## config.mk

```make
export PLATFORM = sky130hd
export DESIGN_NAME = bpra_ctrl
export DESIGN_NICKNAME = d
export VERILOG_FILES = /design/src/rtl/core/bpra_pkg.sv /design/src/rtl/core/bpra_ctrl.sv
export SDC_FILE = /design/constraint.sdc
export NUM_CORES = 1
export LEC_CHECK = 0
export ABC_AREA = 1
export BUFFER_PORTS_ARGS = -buffer_cell sky130_fd_sc_hd__buf_2
export CORE_AREA = 3 3 40 42
export CTS_BUF_LIST = sky130_fd_sc_hd__clkbuf_4
export CTS_CLUSTER_DIAMETER = 30
export DETAILED_ROUTE_END_ITERATION = 6
export DIE_AREA = 0 0 43 45
export PLACE_DENSITY = 0.62
export SYNTH_ARGS = -nofsm -noshare
export SYNTH_HDL_FRONTEND = slang
export SYNTH_SLANG_ARGS = --single-unit
```

## constraint.sdc

```tcl
create_clock -name aclk -period 1.3 [get_ports aclk]
set_input_delay 0.195 -clock aclk [delete_from_list [all_inputs] [get_ports aclk]]
set_output_delay 0.195 -clock aclk [all_outputs]
set_load 0.03 [all_outputs]
```

## src/rtl/core/bpra_pkg.sv

```systemverilog
// Shared types and constants for the bitmap page run allocator.
`default_nettype none
package bpra_pkg;

    localparam logic       CMD_CLEAR = 1'b0;
    localparam logic       CMD_ALLOC = 1'b1;

    localparam logic [1:0] ST_OK       = 2'd0;
    localparam logic [1:0] ST_NO_SPACE = 2'd1;
    localparam logic [1:0] ST_BAD_LEN  = 2'd2;

    localparam int         CFG_INDEX_W    = 2;
    localparam int         CFG_DATA_W     = 32;
    localparam logic [1:0] REG_MAP_BYTES  = 2'd0;
    localparam logic [1:0] REG_BASE_ADDR  = 2'd1;

    localparam logic [12:0] MAP_BYTES_RESET = 13'd4096;
    localparam logic [31:0] BASE_ADDR_RESET = 32'h0050_0000;
    localparam logic [7:0]  MAP_RESERVED    = 8'h80;

    typedef struct packed {
        logic       command;
        logic [3:0] run_length;
    } in_t;

    typedef struct packed {
        logic [31:0] page_address;
        logic [1:0]  status;
    } out_t;

    typedef struct packed {
        logic       clear_load;
        logic       scan_load;
        logic       sweep_en;
        logic       scan_en;
        logic       mul_en;
        logic       add_en;
        logic       res_set;
        logic [1:0] res_code;
        logic       out_load;
    } ctrl_cmd_t;

    typedef struct packed {
        logic in_is_clear;
        logic in_len_bad;
        logic sweep_last;
        logic found;
        logic exhausted;
    } dp_stat_t;

endpackage
`default_nettype wire

```

## src/rtl/core/bpra_ctrl.sv

```systemverilog
// Controller: sequences reset sweep, clear, scan, address build and output handoff.
`default_nettype none
module bpra_ctrl (
    input  wire logic                aclk,
    input  wire logic                aresetn,
    input  wire logic                s_valid,
    output logic                     s_ready,
    output logic                     m_valid,
    input  wire logic                m_ready,
    input  wire bpra_pkg::dp_stat_t  stat,
    output bpra_pkg::ctrl_cmd_t      cmd
);

    localparam logic [2:0] S_INIT  = 3'd0;
    localparam logic [2:0] S_IDLE  = 3'd1;
    localparam logic [2:0] S_CLEAR = 3'd2;
    localparam logic [2:0] S_SCAN  = 3'd3;
    localparam logic [2:0] S_MUL   = 3'd4;
    localparam logic [2:0] S_ADD   = 3'd5;
    localparam logic [2:0] S_DONE  = 3'd6;

    logic [2:0] state_reg;
    logic [2:0] state_next;
    logic       out_valid_reg;
    logic       out_valid_next;
    logic       accept;

    assign s_ready = (state_reg == S_IDLE);
    assign accept  = s_valid && s_ready;
    assign m_valid = out_valid_reg;

    always_comb begin
        state_next = state_reg;
        cmd        = '0;
        unique case (state_reg)
            S_INIT: begin
                cmd.sweep_en = 1'b1;
                if (stat.sweep_last) begin
                    state_next = S_IDLE;
                end
            end
            S_IDLE: begin
                if (accept) begin
                    if (stat.in_is_clear) begin
                        cmd.clear_load = 1'b1;
                        cmd.res_set    = 1'b1;
                        cmd.res_code   = bpra_pkg::ST_OK;
                        state_next     = S_CLEAR;
                    end else if (stat.in_len_bad) begin
                        cmd.res_set  = 1'b1;
                        cmd.res_code = bpra_pkg::ST_BAD_LEN;
                        state_next   = S_DONE;
                    end else begin
                        cmd.scan_load = 1'b1;
                        state_next    = S_SCAN;
                    end
                end
            end
            S_CLEAR: begin
                cmd.sweep_en = 1'b1;
                if (stat.sweep_last) begin
                    state_next = S_DONE;
                end
            end
            S_SCAN: begin
                cmd.scan_en = 1'b1;
                if (stat.found) begin
                    state_next = S_MUL;
                end else if (stat.exhausted) begin
                    cmd.res_set  = 1'b1;
                    cmd.res_code = bpra_pkg::ST_NO_SPACE;
                    state_next   = S_DONE;
                end
            end
            S_MUL: begin
                cmd.mul_en = 1'b1;
                state_next = S_ADD;
            end
            S_ADD: begin
                cmd.add_en = 1'b1;
                state_next = S_DONE;
            end
            S_DONE: begin
                if (!out_valid_reg || m_ready) begin
                    cmd.out_load = 1'b1;
                    state_next   = S_IDLE;
                end
            end
            default: begin
                state_next = S_IDLE;
            end
        endcase
    end

    always_comb begin
        out_valid_next = out_valid_reg;
        if (cmd.out_load) begin
            out_valid_next = 1'b1;
        end else if (m_ready) begin
            out_valid_next = 1'b0;
        end
    end

    always_ff @(posedge aclk) begin
        if (!aresetn) begin
            state_reg     <= S_INIT;
            out_valid_reg <= 1'b0;
        end else begin
            state_reg     <= state_next;
            out_valid_reg <= out_valid_next;
        end
    end

endmodule
`default_nettype wire

```

==> results.json <==
{
  "synth_top_area_cells": "sky130_fd_sc_hd__dfxtp_1, sky130_fd_sc_hd__nand2_1, sky130_fd_sc_hd__nor2_1",
  "critical_path.max_fanout": 5,
  "endpoint_kind": "output port",
  "syn2layout_area_growth_pct": 67.8,
  "timing.critical_path.slowest_cell_delay_ps": 360,
  "synth_nets": 86,
  "core.rowCount": 13,
  "yosys.area.top_type": "sky130_fd_sc_hd__dfxtp_1",
  "instances_no_fill": 118,
  "floorplan_die_width_um": 43,
  "synthFlopType": "sky130_fd_sc_hd__dfxtp_1",
  "num_vias": 556,
  "synth_sequential_area_ratio_pct": 19.1,
  "first_global_vias": 484,
  "ys_seq_elements": 4,
  "timing.critical_path.from": "state_reg[2]",
  "worstRegToRegCells": 9,
  "grt_antenna_before_repair": 0,
  "ffs_w_async_s_r_synth_pct": 0,
  "leakage_uw": 0.000365,
  "worstHoldPathType": "in -> reg",
  "multi_input_area_um2": 327,
  "global_route.usage.total_pct": 14.2,
  "rr_startpoint": "state_reg[2]",
  "cts_root_buffer": "sky130_fd_sc_hd__clkbuf_4",
  "critical-path-slowest-cell": "sky130_fd_sc_hd__dfxtp_4",
  "fillers": 124,
  "gp_routability_congestion": 0.763,
  "post_synth_inst_count": 77,
  "regToRegSetupSlack_ps": 100,
  "area_share_of_the_largest_cell_type_after_synthesis_pct": 19.1,
  "crit_end": "cmd[3]",
  "ios": 21,
  "drt_first_iter_violations": 9,
  "coreArea_um2": 1280,
  "maximum_number_of_pins_on_one_net_before_global_route_repair": 7,
  "drt-vias-per-instance": 4.71,
  "crit_chain": "inv_6 > nand3_2 > nor3_4 > a31o_2 > buf_6",
  "final_cell_area_um2": 703,
  "effective_utilization_at_floorplan_pct": 32.6,
  "antenna_left": 0,
  "status": "finished, violations left",
  "final_report_hold_violation_count": 0,
  "ff_latch_area_um2": 91.3,
  "clock-skew-final_ps": 12.2,
  "worst_setup_hold_path_clk_slew_ps": 30,
  "period_minus_slack_ps": 1390,
  "dp.cells": 113,
  "hold-path-cell-count": 3,
  "grt_pass1_wl_um": 2040,
  "setup_total_negative_slack_ps": -324,
  "cts_tree": "yes",
  "unrepaired_setup_endpoints_after_global_routing": "yes",
  "wl_per_cell_um": 10.7,
  "edff_count_synth": 0,
  "placement.io_buffers": 20,
  "antenna_cells_inserted": 0,
  "final_nets": 114,
  "synth.cells.most_frequent": "sky130_fd_sc_hd__nand2_1, sky130_fd_sc_hd__nor2_1, sky130_fd_sc_hd__inv_1",
  "tritoncts_buffer_count": 3,
  "failed_checks": "setup timing",
  "largest_reg_flops": 3,
  "layout_worst_path_cycle_share_pct": 107,
  "regToRegEndpoint": "state_reg[2]",
  "die-area_um2": 1940,
  "layout-drive-gt1-share_pct": 50.5,
  "post-dp-hpwl_um": 1040,
  "max_cap_viol_count": 0,
  "gr-total-overflow": 0,
  "start_kind": "flop",
  "yosys_warns": 0,
  "syn-cell-area_um2": 419,
  "finalSetupViolCount": 5,
  "achievable-frequency_mhz": 720,
  "detailed_route_wl_um": 1270,
  "max_slew_margin_pct": 86.9,
  "clk_latency_ps": 250,
  "power.ir.vdd_worst_mv": 0.768,
  "drc": 0,
  "synth_cell_type_count": 19,
  "chipHeight_um": 45,
  "final-max-slew-violation-count": 0,
  "postSynthAreaPerCell_um2": 5.44,
  "cp.required_ps": 1110,
  "postLayoutSetupSlackWorst_ps": -88.2,
  "placedInstanceArea_um2": 589,
  "max_slew.worst_pin.slew_ps": 195,
  "setup.worst_path.class": "reg -> out",
  "cp.arrival_ps": 1190,
  "drt-pass1-iter-count": 4,
  "maximum_number_of_buffers_from_clock_root_to_sink": 2,
  "numClockSinks": 4,
  "p_per_area_nw_per_um2": 1940,
  "ctsHtreeMaxLevel": 1
}
timing repair:
action	CTS	global route
resized for setup	20	9
buffers inserted	2	0
setup endpoints to repair	13	12
pin swaps	6	5
hold buffers	0	0
metal layers:
| metal | vias to the layer above | global-route usage [%] | routed length, um | share of wire, % |
|---|---|---|---|---|
| met1 | 243 | 16.4 | 548 | 43 |
| met2 | 22 | 26.0 | 626 | 49 |
| met4 | 0 | 3.61 | 9 | 0.71 |
| met5 | - | 0 | 0 | 0 |
| li1 | 289 | - | - | - |
| met3 | 2 | 3.59 | 83 | 6.5 |
cell families after synthesis:
logic type	count (synthesis)	synth area share (%)
AO/OA/AOI/OAI	10	13.1
buffers and inverters	15	19.1
flip-flops	4	19.1
AND/OR/NAND/NOR	48	48.7
stage by stage:
| stage | hold slack, ps | worst slack, ps | total power (uW) | util, % |
|---|---|---|---|---|
| 6_report | 200 | -88.2 | 1370 | 54.7 |
| 3_3_place_gp | 445 | 15.9 | 1050 | 45.9 |
| 5_1_grt | 226 | -153 | 1470 | 54.7 |
| 3_5_place_dp | 453 | -15.4 | 1070 | 45.9 |
| 4_1_cts | 203 | -110 | 1330 | 53.1 |
| 2_1_floorplan | 315 | -83.8 | 888 | - |
power breakdown:
part	total [uW]	internal [uW]	switching (uW)	leakage, uW
registers	260	182	77.4	0.0000348
logic	943	373	570	0.000317
clock network	162	104	58.6	0.0000138
layout by cell type, fill, tap and decap left out, types with 3 or more instances in the layout:
cell / instances
sky130_fd_sc_hd__a21oi_1: 4
sky130_fd_sc_hd__dfxtp_4: 3
sky130_fd_sc_hd__buf_6: 7
sky130_fd_sc_hd__nor2_1: 12
sky130_fd_sc_hd__inv_1: 9
sky130_fd_sc_hd__nor2_2: 5
sky130_fd_sc_hd__nor2_4: 4
sky130_fd_sc_hd__buf_4: 8
sky130_fd_sc_hd__clkbuf_4: 3
sky130_fd_sc_hd__buf_2: 11
sky130_fd_sc_hd__nand2_1: 19
worst min path at each step:
| stage | startpoint | end | slack, ps |
|---|---|---|---|
| floorplan | aresetn | state_reg[2] | 320 |
| global placement | aresetn | state_reg[2] | 450 |
| detailed placement | aresetn | state_reg[2] | 450 |
| CTS | aresetn | state_reg[2] | 200 |
| global route | aresetn | state_reg[2] | 230 |
| finish | aresetn | state_reg[2] | 200 |
final cells by class:
type | count | share of cell area [%]
inverter | 12 | 7.12
tap | 15 | 2.67
clock buffer | 3 | 3.20
sequential | 4 | 13.0
timing repair buffer | 26 | 27.6
multi-input combinational | 58 | 46.4
critical path, delay by kind of cell (launching register included):
family	cells	cell delay, ps
AO/OA/AOI/OAI	1	140
buffers and inverters	2	190
flip-flops	1	360
AND/OR/NAND/NOR	2	260
(Power assumes the default switching activity.)
